<file path="src/rtl/pmt_pkg.sv">
// ----------------------------------------------------------------------------
// pmt_pkg
// Shared types and constants for the PS/2 mouse packet tracker.
// ----------------------------------------------------------------------------
package pmt_pkg;

    localparam int COORD_BITS_DEF = 12;
    localparam int BYTE_W         = 8;
    localparam int REG_W          = 13;
    localparam int OUT_W          = 12;
    localparam int CFG_IDX_W      = 2;
    localparam int DELTA_W        = 10;

    localparam int HDR_SYNC_BIT   = 3;
    localparam int HDR_XSIGN_BIT  = 4;
    localparam int HDR_YSIGN_BIT  = 5;
    localparam int EDGE_GAP       = 5;

    localparam int POS_X_RESET    = 512;
    localparam int POS_Y_RESET    = 384;

    localparam logic [REG_W-1:0] WIDTH_RESET  = 13'd1024;
    localparam logic [REG_W-1:0] HEIGHT_RESET = 13'd768;

    localparam logic [CFG_IDX_W-1:0] REG_SCREEN_WIDTH  = 2'd0;
    localparam logic [CFG_IDX_W-1:0] REG_SCREEN_HEIGHT = 2'd1;

    typedef struct packed {
        logic                      fire;
        logic signed [DELTA_W-1:0] dx;
        logic signed [DELTA_W-1:0] dy;
    } move_t;

endpackage

</file>
<file path="src/rtl/pmt_if.sv">
// ----------------------------------------------------------------------------
// pmt_if
// Handshake channels: received bytes, cursor results and register writes.
// ----------------------------------------------------------------------------
interface pmt_in_if;
    logic                        valid;
    logic                        ready;
    logic [pmt_pkg::BYTE_W-1:0]  rx_byte;
    logic                        from_aux;

    modport source (output valid, output rx_byte, output from_aux, input ready);
    modport sink   (input valid, input rx_byte, input from_aux, output ready);
endinterface

interface pmt_out_if;
    logic                       valid;
    logic                       ready;
    logic [pmt_pkg::OUT_W-1:0]  cursor_x;
    logic [pmt_pkg::OUT_W-1:0]  cursor_y;
    logic                       packet_done;

    modport source (output valid, output cursor_x, output cursor_y,
                    output packet_done, input ready);
    modport sink   (input valid, input cursor_x, input cursor_y,
                    input packet_done, output ready);
endinterface

interface pmt_cfg_if;
    logic                           valid;
    logic                           ready;
    logic [pmt_pkg::CFG_IDX_W-1:0]  index;
    logic [pmt_pkg::REG_W-1:0]      data;

    modport source (output valid, output index, output data, input ready);
    modport sink   (input valid, input index, input data, output ready);
endinterface

</file>
<file path="src/rtl/pmt_framer.sv">
// ----------------------------------------------------------------------------
// pmt_framer
// Assembles three-byte mouse packets and emits signed X/Y moves.
// ----------------------------------------------------------------------------
module pmt_framer
(
    input  logic                        clk,
    input  logic                        rst_n,
    input  logic                        en,
    input  logic [pmt_pkg::BYTE_W-1:0]  rx_byte,
    input  logic                        from_aux,
    output pmt_pkg::move_t              move
);

    localparam logic [1:0] PH_HEAD  = 2'd0;
    localparam logic [1:0] PH_XBYTE = 2'd1;
    localparam logic [1:0] PH_YBYTE = 2'd2;

    logic [1:0]                 phase_reg, phase_next;
    logic [pmt_pkg::BYTE_W-1:0] header_reg, header_next;
    logic [pmt_pkg::BYTE_W-1:0] xbyte_reg, xbyte_next;
    logic [pmt_pkg::BYTE_W:0]   dx9;
    logic [pmt_pkg::BYTE_W:0]   dy9;
    logic                       fire;

    always_comb
    begin
        phase_next  = phase_reg;
        header_next = header_reg;
        xbyte_next  = xbyte_reg;
        fire        = 1'b0;
        if (en && from_aux)
        begin
            case (phase_reg)
                PH_XBYTE:
                begin
                    xbyte_next = rx_byte;
                    phase_next = PH_YBYTE;
                end
                PH_YBYTE:
                begin
                    fire       = 1'b1;
                    phase_next = PH_HEAD;
                end
                default:
                begin
                    if (rx_byte[pmt_pkg::HDR_SYNC_BIT])
                    begin
                        header_next = rx_byte;
                        phase_next  = PH_XBYTE;
                    end
                    else
                    begin
                        phase_next = PH_HEAD;
                    end
                end
            endcase
        end
    end

    assign dx9       = {header_reg[pmt_pkg::HDR_XSIGN_BIT], xbyte_reg};
    assign dy9       = {header_reg[pmt_pkg::HDR_YSIGN_BIT], rx_byte};
    assign move.fire = fire;
    assign move.dx   = $signed({dx9[pmt_pkg::BYTE_W], dx9});
    // screen Y grows downward
    assign move.dy   = -$signed({dy9[pmt_pkg::BYTE_W], dy9});

    always_ff @(posedge clk or negedge rst_n)
    begin
        if (!rst_n)
        begin
            phase_reg  <= PH_HEAD;
            header_reg <= '0;
            xbyte_reg  <= '0;
        end
        else
        begin
            phase_reg  <= phase_next;
            header_reg <= header_next;
            xbyte_reg  <= xbyte_next;
        end
    end

endmodule

</file>
<file path="src/rtl/pmt_axis.sv">
// ----------------------------------------------------------------------------
// pmt_axis
// One cursor axis: position register with add and clamp to size minus five.
// ----------------------------------------------------------------------------
module pmt_axis
#(
    parameter int COORD_BITS = pmt_pkg::COORD_BITS_DEF,
    parameter int RESET_POS  = pmt_pkg::POS_X_RESET
)
(
    input  logic                               clk,
    input  logic                               rst_n,
    input  logic                               en,
    input  logic signed [pmt_pkg::DELTA_W-1:0] delta,
    input  logic [pmt_pkg::REG_W-1:0]          size,
    output logic [COORD_BITS-1:0]              pos_next
);

    localparam int CALC_W = ((COORD_BITS > pmt_pkg::REG_W) ? COORD_BITS : pmt_pkg::REG_W) + 2;
    localparam logic signed [CALC_W-1:0] POS_MAX = CALC_W'((1 << COORD_BITS) - 1);
    localparam logic signed [CALC_W-1:0] GAP     = CALC_W'(pmt_pkg::EDGE_GAP);

    logic [COORD_BITS-1:0]       pos_reg;
    logic signed [CALC_W-1:0]    size_s;
    logic signed [CALC_W-1:0]    lim_raw;
    logic signed [CALC_W-1:0]    lim;
    logic signed [CALC_W-1:0]    sum;
    logic signed [CALC_W-1:0]    clamped;

    assign size_s  = $signed({{(CALC_W-pmt_pkg::REG_W){1'b0}}, size});
    assign lim_raw = size_s - GAP;
    assign sum     = $signed({{(CALC_W-COORD_BITS){1'b0}}, pos_reg})
                   + $signed({{(CALC_W-pmt_pkg::DELTA_W){delta[pmt_pkg::DELTA_W-1]}}, delta});

    always_comb
    begin
        if (size_s < GAP)
            lim = '0;
        else if (lim_raw > POS_MAX)
            lim = POS_MAX;
        else
            lim = lim_raw;

        if (sum < 0)
            clamped = '0;
        else if (sum > lim)
            clamped = lim;
        else
            clamped = sum;
    end

    assign pos_next = en ? clamped[COORD_BITS-1:0] : pos_reg;

    always_ff @(posedge clk or negedge rst_n)
    begin
        if (!rst_n)
            pos_reg <= COORD_BITS'(RESET_POS);
        else
            pos_reg <= pos_next;
    end

endmodule

</file>
<file path="src/rtl/ps2_mouse_packet_tracker.sv">
// ----------------------------------------------------------------------------
// ps2_mouse_packet_tracker
// Tracks a clamped cursor position from PS/2 mouse packet bytes.
// ----------------------------------------------------------------------------
// Takes one controller byte per item with its auxiliary-port flag and
// returns one result per item: the cursor position after that byte and a
// flag set when the byte completed a three-byte packet. Bytes not from the
// auxiliary port leave the state alone. Items are accepted every cycle
// while results are taken; each passes an input register, the packet
// framer plus add-and-clamp, and a result register, and a held-off
// result stalls the input once both registers are full. Position resets
// to 512,384; screen size registers reset to 1024x768 and are to be
// written only while the block is idle; the block itself does not
// enforce this.
module ps2_mouse_packet_tracker
#(
    parameter int COORD_BITS = pmt_pkg::COORD_BITS_DEF
)
(
    input  logic       clk,
    input  logic       rst_n,
    pmt_in_if.sink     in_item,
    pmt_out_if.source  out_item,
    pmt_cfg_if.sink    cfg
);

    localparam int EXT_W = (COORD_BITS > pmt_pkg::OUT_W) ? COORD_BITS : pmt_pkg::OUT_W;

    logic [pmt_pkg::REG_W-1:0]  width_reg;
    logic [pmt_pkg::REG_W-1:0]  height_reg;

    logic                       s1_valid_reg;
    logic [pmt_pkg::BYTE_W-1:0] s1_byte_reg;
    logic                       s1_aux_reg;

    logic                       out_valid_reg;
    logic [pmt_pkg::OUT_W-1:0]  out_x_reg;
    logic [pmt_pkg::OUT_W-1:0]  out_y_reg;
    logic                       out_done_reg;

    logic                       proc;
    pmt_pkg::move_t             move;
    logic [COORD_BITS-1:0]      x_next;
    logic [COORD_BITS-1:0]      y_next;
    logic [EXT_W-1:0]           x_ext;
    logic [EXT_W-1:0]           y_ext;

    assign proc          = s1_valid_reg && (!out_valid_reg || out_item.ready);
    assign in_item.ready = !s1_valid_reg || proc;
    assign cfg.ready     = 1'b1;

    always_ff @(posedge clk or negedge rst_n)
    begin
        if (!rst_n)
        begin
            width_reg  <= pmt_pkg::WIDTH_RESET;
            height_reg <= pmt_pkg::HEIGHT_RESET;
        end
        else if (cfg.valid)
        begin
            case (cfg.index)
                pmt_pkg::REG_SCREEN_WIDTH:  width_reg  <= cfg.data;
                pmt_pkg::REG_SCREEN_HEIGHT: height_reg <= cfg.data;
                default: ;
            endcase
        end
    end

    always_ff @(posedge clk or negedge rst_n)
    begin
        if (!rst_n)
            s1_valid_reg <= 1'b0;
        else if (in_item.valid && in_item.ready)
            s1_valid_reg <= 1'b1;
        else if (proc)
            s1_valid_reg <= 1'b0;
    end

    always_ff @(posedge clk)
    begin
        if (in_item.valid && in_item.ready)
        begin
            s1_byte_reg <= in_item.rx_byte;
            s1_aux_reg  <= in_item.from_aux;
        end
    end

    pmt_framer u_framer
    (
        .clk      (clk),
        .rst_n    (rst_n),
        .en       (proc),
        .rx_byte  (s1_byte_reg),
        .from_aux (s1_aux_reg),
        .move     (move)
    );

    pmt_axis #(
        .COORD_BITS (COORD_BITS),
        .RESET_POS  (pmt_pkg::POS_X_RESET)
    ) u_axis_x (
        .clk      (clk),
        .rst_n    (rst_n),
        .en       (move.fire),
        .delta    (move.dx),
        .size     (width_reg),
        .pos_next (x_next)
    );

    pmt_axis #(
        .COORD_BITS (COORD_BITS),
        .RESET_POS  (pmt_pkg::POS_Y_RESET)
    ) u_axis_y (
        .clk      (clk),
        .rst_n    (rst_n),
        .en       (move.fire),
        .delta    (move.dy),
        .size     (height_reg),
        .pos_next (y_next)
    );

    assign x_ext = EXT_W'(x_next);
    assign y_ext = EXT_W'(y_next);

    always_ff @(posedge clk or negedge rst_n)
    begin
        if (!rst_n)
            out_valid_reg <= 1'b0;
        else if (proc)
            out_valid_reg <= 1'b1;
        else if (out_item.ready)
            out_valid_reg <= 1'b0;
    end

    always_ff @(posedge clk)
    begin
        if (proc)
        begin
            out_x_reg    <= x_ext[pmt_pkg::OUT_W-1:0];
            out_y_reg    <= y_ext[pmt_pkg::OUT_W-1:0];
            out_done_reg <= move.fire;
        end
    end

    assign out_item.valid       = out_valid_reg;
    assign out_item.cursor_x    = out_x_reg;
    assign out_item.cursor_y    = out_y_reg;
    assign out_item.packet_done = out_done_reg;

endmodule
</file>
<file path="src/flat_wrapper.sv">
// flat-port wrapper written by rule: the top's interface ports become plain ports
module ps2_mouse_packet_tracker_flat 
#(
    parameter int COORD_BITS = pmt_pkg::COORD_BITS_DEF
)
  (clk, rst_n, in_item_valid, in_item_rx_byte, in_item_from_aux, in_item_ready, out_item_valid, out_item_cursor_x, out_item_cursor_y, out_item_packet_done, out_item_ready, cfg_valid, cfg_index, cfg_data, cfg_ready);
  pmt_in_if in_item_i ();
  pmt_out_if out_item_i ();
  pmt_cfg_if cfg_i ();
  input  logic clk;
  input  logic rst_n;
  input wire logic [$bits(in_item_i.valid)-1:0] in_item_valid;
  input wire logic [$bits(in_item_i.rx_byte)-1:0] in_item_rx_byte;
  input wire logic [$bits(in_item_i.from_aux)-1:0] in_item_from_aux;
  output wire logic [$bits(in_item_i.ready)-1:0] in_item_ready;
  output wire logic [$bits(out_item_i.valid)-1:0] out_item_valid;
  output wire logic [$bits(out_item_i.cursor_x)-1:0] out_item_cursor_x;
  output wire logic [$bits(out_item_i.cursor_y)-1:0] out_item_cursor_y;
  output wire logic [$bits(out_item_i.packet_done)-1:0] out_item_packet_done;
  input wire logic [$bits(out_item_i.ready)-1:0] out_item_ready;
  input wire logic [$bits(cfg_i.valid)-1:0] cfg_valid;
  input wire logic [$bits(cfg_i.index)-1:0] cfg_index;
  input wire logic [$bits(cfg_i.data)-1:0] cfg_data;
  output wire logic [$bits(cfg_i.ready)-1:0] cfg_ready;
  assign in_item_i.valid = in_item_valid;
  assign in_item_i.rx_byte = in_item_rx_byte;
  assign in_item_i.from_aux = in_item_from_aux;
  assign in_item_ready = in_item_i.ready;
  assign out_item_valid = out_item_i.valid;
  assign out_item_cursor_x = out_item_i.cursor_x;
  assign out_item_cursor_y = out_item_i.cursor_y;
  assign out_item_packet_done = out_item_i.packet_done;
  assign out_item_i.ready = out_item_ready;
  assign cfg_i.valid = cfg_valid;
  assign cfg_i.index = cfg_index;
  assign cfg_i.data = cfg_data;
  assign cfg_ready = cfg_i.ready;
  ps2_mouse_packet_tracker #(.COORD_BITS(COORD_BITS)) u_core (.clk(clk), .rst_n(rst_n), .in_item(in_item_i), .out_item(out_item_i), .cfg(cfg_i));
endmodule
</file>
<file path="config.mk">
export PLATFORM = sky130hd
export DESIGN_NAME = ps2_mouse_packet_tracker_flat
export DESIGN_NICKNAME = d
export VERILOG_FILES = /design/src/rtl/pmt_pkg.sv /design/src/rtl/pmt_if.sv /design/src/rtl/pmt_framer.sv /design/src/rtl/pmt_axis.sv /design/src/rtl/ps2_mouse_packet_tracker.sv /design/src/flat_wrapper.sv
export SDC_FILE = /design/constraint.sdc
export NUM_CORES = 1
export LEC_CHECK = 0
export BUFFER_PORTS_ARGS = -buffer_cell sky130_fd_sc_hd__buf_4
export CAP_MARGIN = 25
export CORE_MARGIN = 2
export CORE_UTILIZATION = 53
export DETAILED_ROUTE_END_ITERATION = 8
export GPL_TIMING_DRIVEN = 0
export PLACE_DENSITY = 0.72
export RECOVER_POWER = 100
export SYNTH_ARGS = -nofsm -noshare
export SYNTH_HDL_FRONTEND = slang
export SYNTH_SLANG_ARGS = --single-unit
</file>
<file path="constraint.sdc">
create_clock -name clk -period 5 [get_ports clk]
set_input_delay 0.5 -clock clk [delete_from_list [all_inputs] [get_ports clk]]
set_output_delay 0.5 -clock clk [all_outputs]
set_load 0.01 [all_outputs]
</file>
==> results of run 1 <==
final cells by class:
type | instances | area [µm²] | share of cell area [%]
buffer | 12 | 63.8 | 0.884
multi-input combinational | 472 | 3480 | 48.3
tap | 147 | 184 | 2.55
clock inverter | 6 | 100 | 1.39
inverter | 51 | 191 | 2.65
sequential | 98 | 2630 | 36.4
timing repair buffer | 57 | 315 | 4.37
clock buffer | 10 | 250 | 3.47
worst max-delay path, cell delays in order (launching register included):
cell and delay [ps]:
edfxtp_1 430, inv_1 110, ha_1 230, nor2b_1 140, o31a_1 270, o41a_1 360, a211o_1 280, a21o_1 200
a21oi_1 250, xnor2_2 200, ha_1 370, nand3_1 140, nor4_2 370, nand2_1 90, mux2_2 280, o211ai_2 180
buf_6 220, mux2i_1 260, o21ai_1 110
power by group:
part | total (mW) | internal, mW | switching [mW] | leakage, nW
registers | 1.28 | 1.10 | 0.182 | 1.12
logic | 2.87 | 1.26 | 1.61 | 1.92
clock network | 0.810 | 0.480 | 0.330 | 0.173
total | 4.96 | 2.84 | 2.12 | 3.20
logic make-up (layout without fill, tap and decap cells):
logic type	Yosys count	after routing	share of synthesized area (%)
compound gates	143	143	14.9
other cells	1	3	0.0589
flops	98	98	41.3
mux	45	45	7.68
simple gates	183	183	14.7
fa+ha+maj	62	62	12.3
buf+inv	63	136	4.01
xor+xnor	36	36	5.07
per-layer routing:
| metal | track usage, % | wire length, µm | part of all wire [%] | vias to the layer above |
|---|---|---|---|---|
| met2 | 40.4 | 7050 | 49 | 101 |
| met1 | 29.6 | 6450 | 45 | 2355 |
| met3 | 3.29 | 572 | 4.0 | 15 |
| met5 | 0 | 0 | 0 | - |
| li1 | - | - | - | 2417 |
| met4 | 8.21 | 210 | 1.5 | 0 |
worst min-delay path by stage:
stage / start / endpoint / slack (ps) / cells past startpoint
2_1_floorplan: rst_n / u_core.height_reg[0]$_DFFE_PN0P_ / 200 / 0
3_3_place_gp: u_core.u_axis_x.pos_reg[9]$_DFF_PN1_ / u_core.u_axis_x.pos_reg[9]$_DFF_PN1_ / 470 / 2
3_5_place_dp: u_core.u_axis_x.pos_reg[9]$_DFF_PN1_ / u_core.u_axis_x.pos_reg[9]$_DFF_PN1_ / 480 / 2
4_1_cts: rst_n / u_core.u_axis_y.pos_reg[10]$_DFF_PN0_ / 270 / 1
5_1_grt: in_item_rx_byte[7] / u_core.s1_byte_reg[7]$_DFFE_PP_ / 330 / 1
6_report: in_item_valid / u_core.s1_valid_reg$_DFFE_PN0P_ / 340 / 2
placed cells by master, fill, tap and decap left out, drive strengths merged, types with 8 or more instances in the layout:
cell type   n
mux2i      17
nor2       38
nand2      56
nor2b       8
nand3      14
o21ai      56
buf        20
ha         56
nor3       14
clkbuf     59
xnor2      28
dfrtp      58
edfxtp     34
nand2b     15
mux2       28
inv        55
a21oi      30
xor2        8
==> impl_metrics.ini, run 1 <==
[cells_and_area]
final_core_util_pct = 60.9
finish.instance_area_um2 = 7220
nets = 788
area_growth_pct = 13.4
drive_above_1_share_pct = 13.7
diodes = 0
fillers = 998
stdcell_count = 853

[die]
start_util_pct = 53.7
ios = 57
core_um2 = 11900
num_rows = 40
die_x_um = 114
die_y_um = 114
dieArea_um2 = 12900

[clocking]
clock-sinks = 98
cts_inserted_buffers = 9
cts_setup_buffers = 0
clock_latency_ps = 360
ctsResizeCount = 0
clockRootBuffer = clkbuf_16
path_clk_slew_ps = 70
cts_tree = yes
ctsHtreeMaxLevel = 3
postCtsHoldBufs = 0
clk_path_buf_depth = 2

[setup_path]
reg2reg_slack_ps = 230
r2r_start = u_core.s1_byte_reg[1]$_DFFE_PP_
path_class = register to register
endpoint_kind = register
crit_end = u_core.out_item.cursor_y[9]$_DFFE_PP_
r2r_end = u_core.out_item.cursor_y[9]$_DFFE_PP_
required_ps = 5100
worst-path-max-fanout = 10
crit_path_start = u_core.s1_byte_reg[1]$_DFFE_PP_
setup.worst_path.start_class = register
arrival_ps = 4870
r2r_cells = 18

[placed_design]
dp_hpwl_um = 11000
dpl.cell_count = 836
post_dp_cell_area_um2 = 7000
port-buffer-count = 55
routabilityCongestion = 0.925
preCtsSetupSlack_ps = 146

[power]
report.power.total_mw = 4.96
ir_drop_mv = 0.442
power_density_nw_per_um2 = 687
p_leak_nw = 3.20

[logic_synthesis]
synth_edf_count = 34
yosysMostFrequentCell = dfrtp_1
synth_seq_area_share_pct = 41.3
synth_common_cells = dfrtp_1, ha_1, nand2_1
avgSynthCellArea_um2 = 10.1
yosysTopAreaCellShare_pct = 22.8
ys_types = 80
synth_area_leaders = dfrtp_1, edfxtp_1, ha_1
async_reset_ff_share_pct = 65.3
syn-cell-area_um2 = 6370
yosys_warnings = 0
synth_area_leader_cell = dfrtp_1
synthCells = 631
ys_ff_latch = 98
synth_ff_type = dfrtp_1

[detailed_routing]
ant_nets = 0
wirelength_um = 14300
routedWlPerCell_um = 16.7
drt_iter0_drc = 304
drc = 0
via_per_inst = 5.73
first_pass_iters = 5
via_count = 4888

[status]
outcome = finished, violations left
failed_checks = max-capacitance violations, max-slew violations

[global_route]
antenna_found_initial = 0
grt_pass1_vias = 4844
gr-usage-all-layers_pct = 23.2
grt_pass1_wl_um = 23500
grt_overflow = 0
grt_max_degree = 65

[sta]
fin_worst_skew_ps = 8.61
maxSlewHeadroom_pct = -127
setup_viol = 0
fin_ws_ps = 231
tightest_slew_ps = 3410
fin_setup_tns_ps = 0
whs_ps = 336
rsz0062_at_grt = false
period_needed_ps = 4770
maxSlewViolCount = 65
min_period_over_period_pct = 95.4
hold_viol_final = 0
max_freq_mhz = 210

[hold_path]
min_path_type = primary input to register

[flow_run]
max-cap-violations = 1
(Power assumes the default switching activity.)
==> inputs of run 2 (changes only) <==
REMOVE_ABC_BUFFERS = 1   (was unset)
==> run 2 against run 1 <==
Net effect:
- the run still ends with max-capacitance violations, max-slew violations left
- worst setup slack worse by 46 ps
- register-to-register slack worse by 50 ps
- critical path depth decreased by 1
- sequential cell count stayed put
- sequential share of layout area is 0.27 points higher
- final cell count is 1.3% lower
- sequential power hardly changed
- non-clock buffer count is 11 lower
- die area unchanged
- fmax shrank 0.96%
- first-iteration DRC count is 19% lower
- critical path type unchanged
==> impl_metrics.ini, run 2 (synthesis results as in run 1) <==
[status]
outcome = finished, violations left
failed_checks = max-capacitance violations, max-slew violations

[sta]
maxSlewViolCount = 65
whs_ps = 341
max_freq_mhz = 208
rsz0062_at_grt = true
setup_viol = 0
maxSlewHeadroom_pct = -132
tightest_slew_ps = 3480
period_needed_ps = 4820
min_period_over_period_pct = 96.3
fin_setup_tns_ps = 0
fin_worst_skew_ps = 10.4
hold_viol_final = 0

[global_route]
grt_max_degree = 65
gr-usage-all-layers_pct = 22.6
grt_pass1_wl_um = 22800
antenna_found_initial = 0
grt_pass1_vias = 4750
grt_overflow = 0

[clocking]
ctsHtreeMaxLevel = 3
cts_inserted_buffers = 9
ctsResizeCount = 0
cts_setup_buffers = 0
postCtsHoldBufs = 0
clock-sinks = 98
cts_tree = yes
clock_latency_ps = 360
path_clk_slew_ps = 70
clk_path_buf_depth = 2
clockRootBuffer = clkbuf_16

[die]
ios = 57
num_rows = 40
start_util_pct = 53.7
die_y_um = 114
core_um2 = 11900
die_x_um = 114
dieArea_um2 = 12900

[setup_path]
r2r_cells = 17
path_class = register to register
worst-path-max-fanout = 16
arrival_ps = 4950
r2r_start = u_core.s1_byte_reg[1]$_DFFE_PP_
r2r_end = u_core.out_item.cursor_y[1]$_DFFE_PP_
setup.worst_path.start_class = register
reg2reg_slack_ps = 180
endpoint_kind = register
required_ps = 5130

[cells_and_area]
diodes = 0
final_common_cell = dfrtp_1
nets = 777
drive_above_1_share_pct = 14.1
fillers = 1022
layout_common_cells = dfrtp_1, nand2_1, ha_1, inv_1, o21ai_0
area_growth_pct = 12.6

[power]
ir_drop_mv = 0.460
power_density_nw_per_um2 = 677
p_leak_nw = 3.17

[detailed_routing]
ant_nets = 0
via_count = 4812
drc = 0
drt_iter0_drc = 246
wirelength_um = 13900
via_per_inst = 5.71
first_pass_iters = 4
routedWlPerCell_um = 16.5

[hold_path]
min_from = in_item_rx_byte[6]
holdPathEnd = u_core.s1_byte_reg[6]$_DFFE_PP_
whs_path_depth = 1
min_path_type = primary input to register

[placed_design]
routabilityCongestion = 0.906
port-buffer-count = 55
dp_hpwl_um = 10800

[flow_run]
max-cap-violations = 1
run 2: cell type report:
cell class              instances  area, µm²  share of cell area (%)
clock buffers                  10        239                    3.33
clock inverters                 6       71.3                   0.995
inverters                      51        191                    2.67
multi-input cells             472       3520                    49.1
flip-flops and latches         98       2630                    36.7
well taps                     147        184                    2.57
repair buffers                 58        330                    4.61
run 2: how the worst max path moves through the flow:
| stage | startpoint | end | cells after the start |
|---|---|---|---|
| floorplan | u_core.width_reg[6]$_DFFE_PN0P_ | u_core.out_item.cursor_x[11]$_DFFE_PP_ | 17 |
| global placement | u_core.s1_byte_reg[1]$_DFFE_PP_ | u_core.out_item.cursor_y[1]$_DFFE_PP_ | 17 |
| detailed placement | u_core.width_reg[6]$_DFFE_PN0P_ | u_core.out_item.cursor_x[2]$_DFFE_PP_ | 17 |
| CTS | u_core.u_axis_x.pos_reg[0]$_DFF_PN0_ | u_core.out_item.cursor_x[2]$_DFFE_PP_ | 19 |
| global route | u_core.width_reg[6]$_DFFE_PN0P_ | u_core.out_item.cursor_x[2]$_DFFE_PP_ | 17 |
| finish | u_core.s1_byte_reg[1]$_DFFE_PP_ | u_core.out_item.cursor_y[1]$_DFFE_PP_ | 17 |
run 2: worst max-delay path: stages, from the launching register on:
cell      delay (ps)
edfxtp_1         440
inv_1            100
ha_1             220
nor2b_1          140
o31a_1           280
o41a_1           370
a211o_1          280
a21o_1           210
a21oi_1          230
xnor2_2          180
ha_1             360
nand3_1          120
nor4_1           380
nand2b_1          90
mux2_2           290
o211ai_4         230
mux2_1           380
o22ai_1          280
run 2: routing by layer:
metal | global-route usage [%] | wire length [µm]
met1 | 29.9 | 6460
met2 | 37.7 | 6670
met4 | 9.35 | 346
met3 | 2.87 | 456
met5 | 0 | 0
run 2: metrics by stage:
stage	cells	power [mW]	setup WS (ps)	utilization, %	instance area (µm²)
global route	842	5.26	-27.2	60.4	7170
detailed placement	826	4.10	106	58.7	6970
floorplan	621	3.43	680	-	6310
finish	842	4.85	185	60.4	7170
global placement	823	3.98	174	58.2	6910
CTS	842	4.85	49.7	61.4	7280
run 2: power breakdown:
| group | total (mW) | leakage [nW] | switching, mW | internal, mW |
|---|---|---|---|---|
| registers | 1.28 | 1.12 | 0.183 | 1.10 |
| clock network | 0.731 | 0.153 | 0.323 | 0.408 |
| logic | 2.84 | 1.90 | 1.59 | 1.25 |
| total | 4.85 | 3.17 | 2.10 | 2.75 |
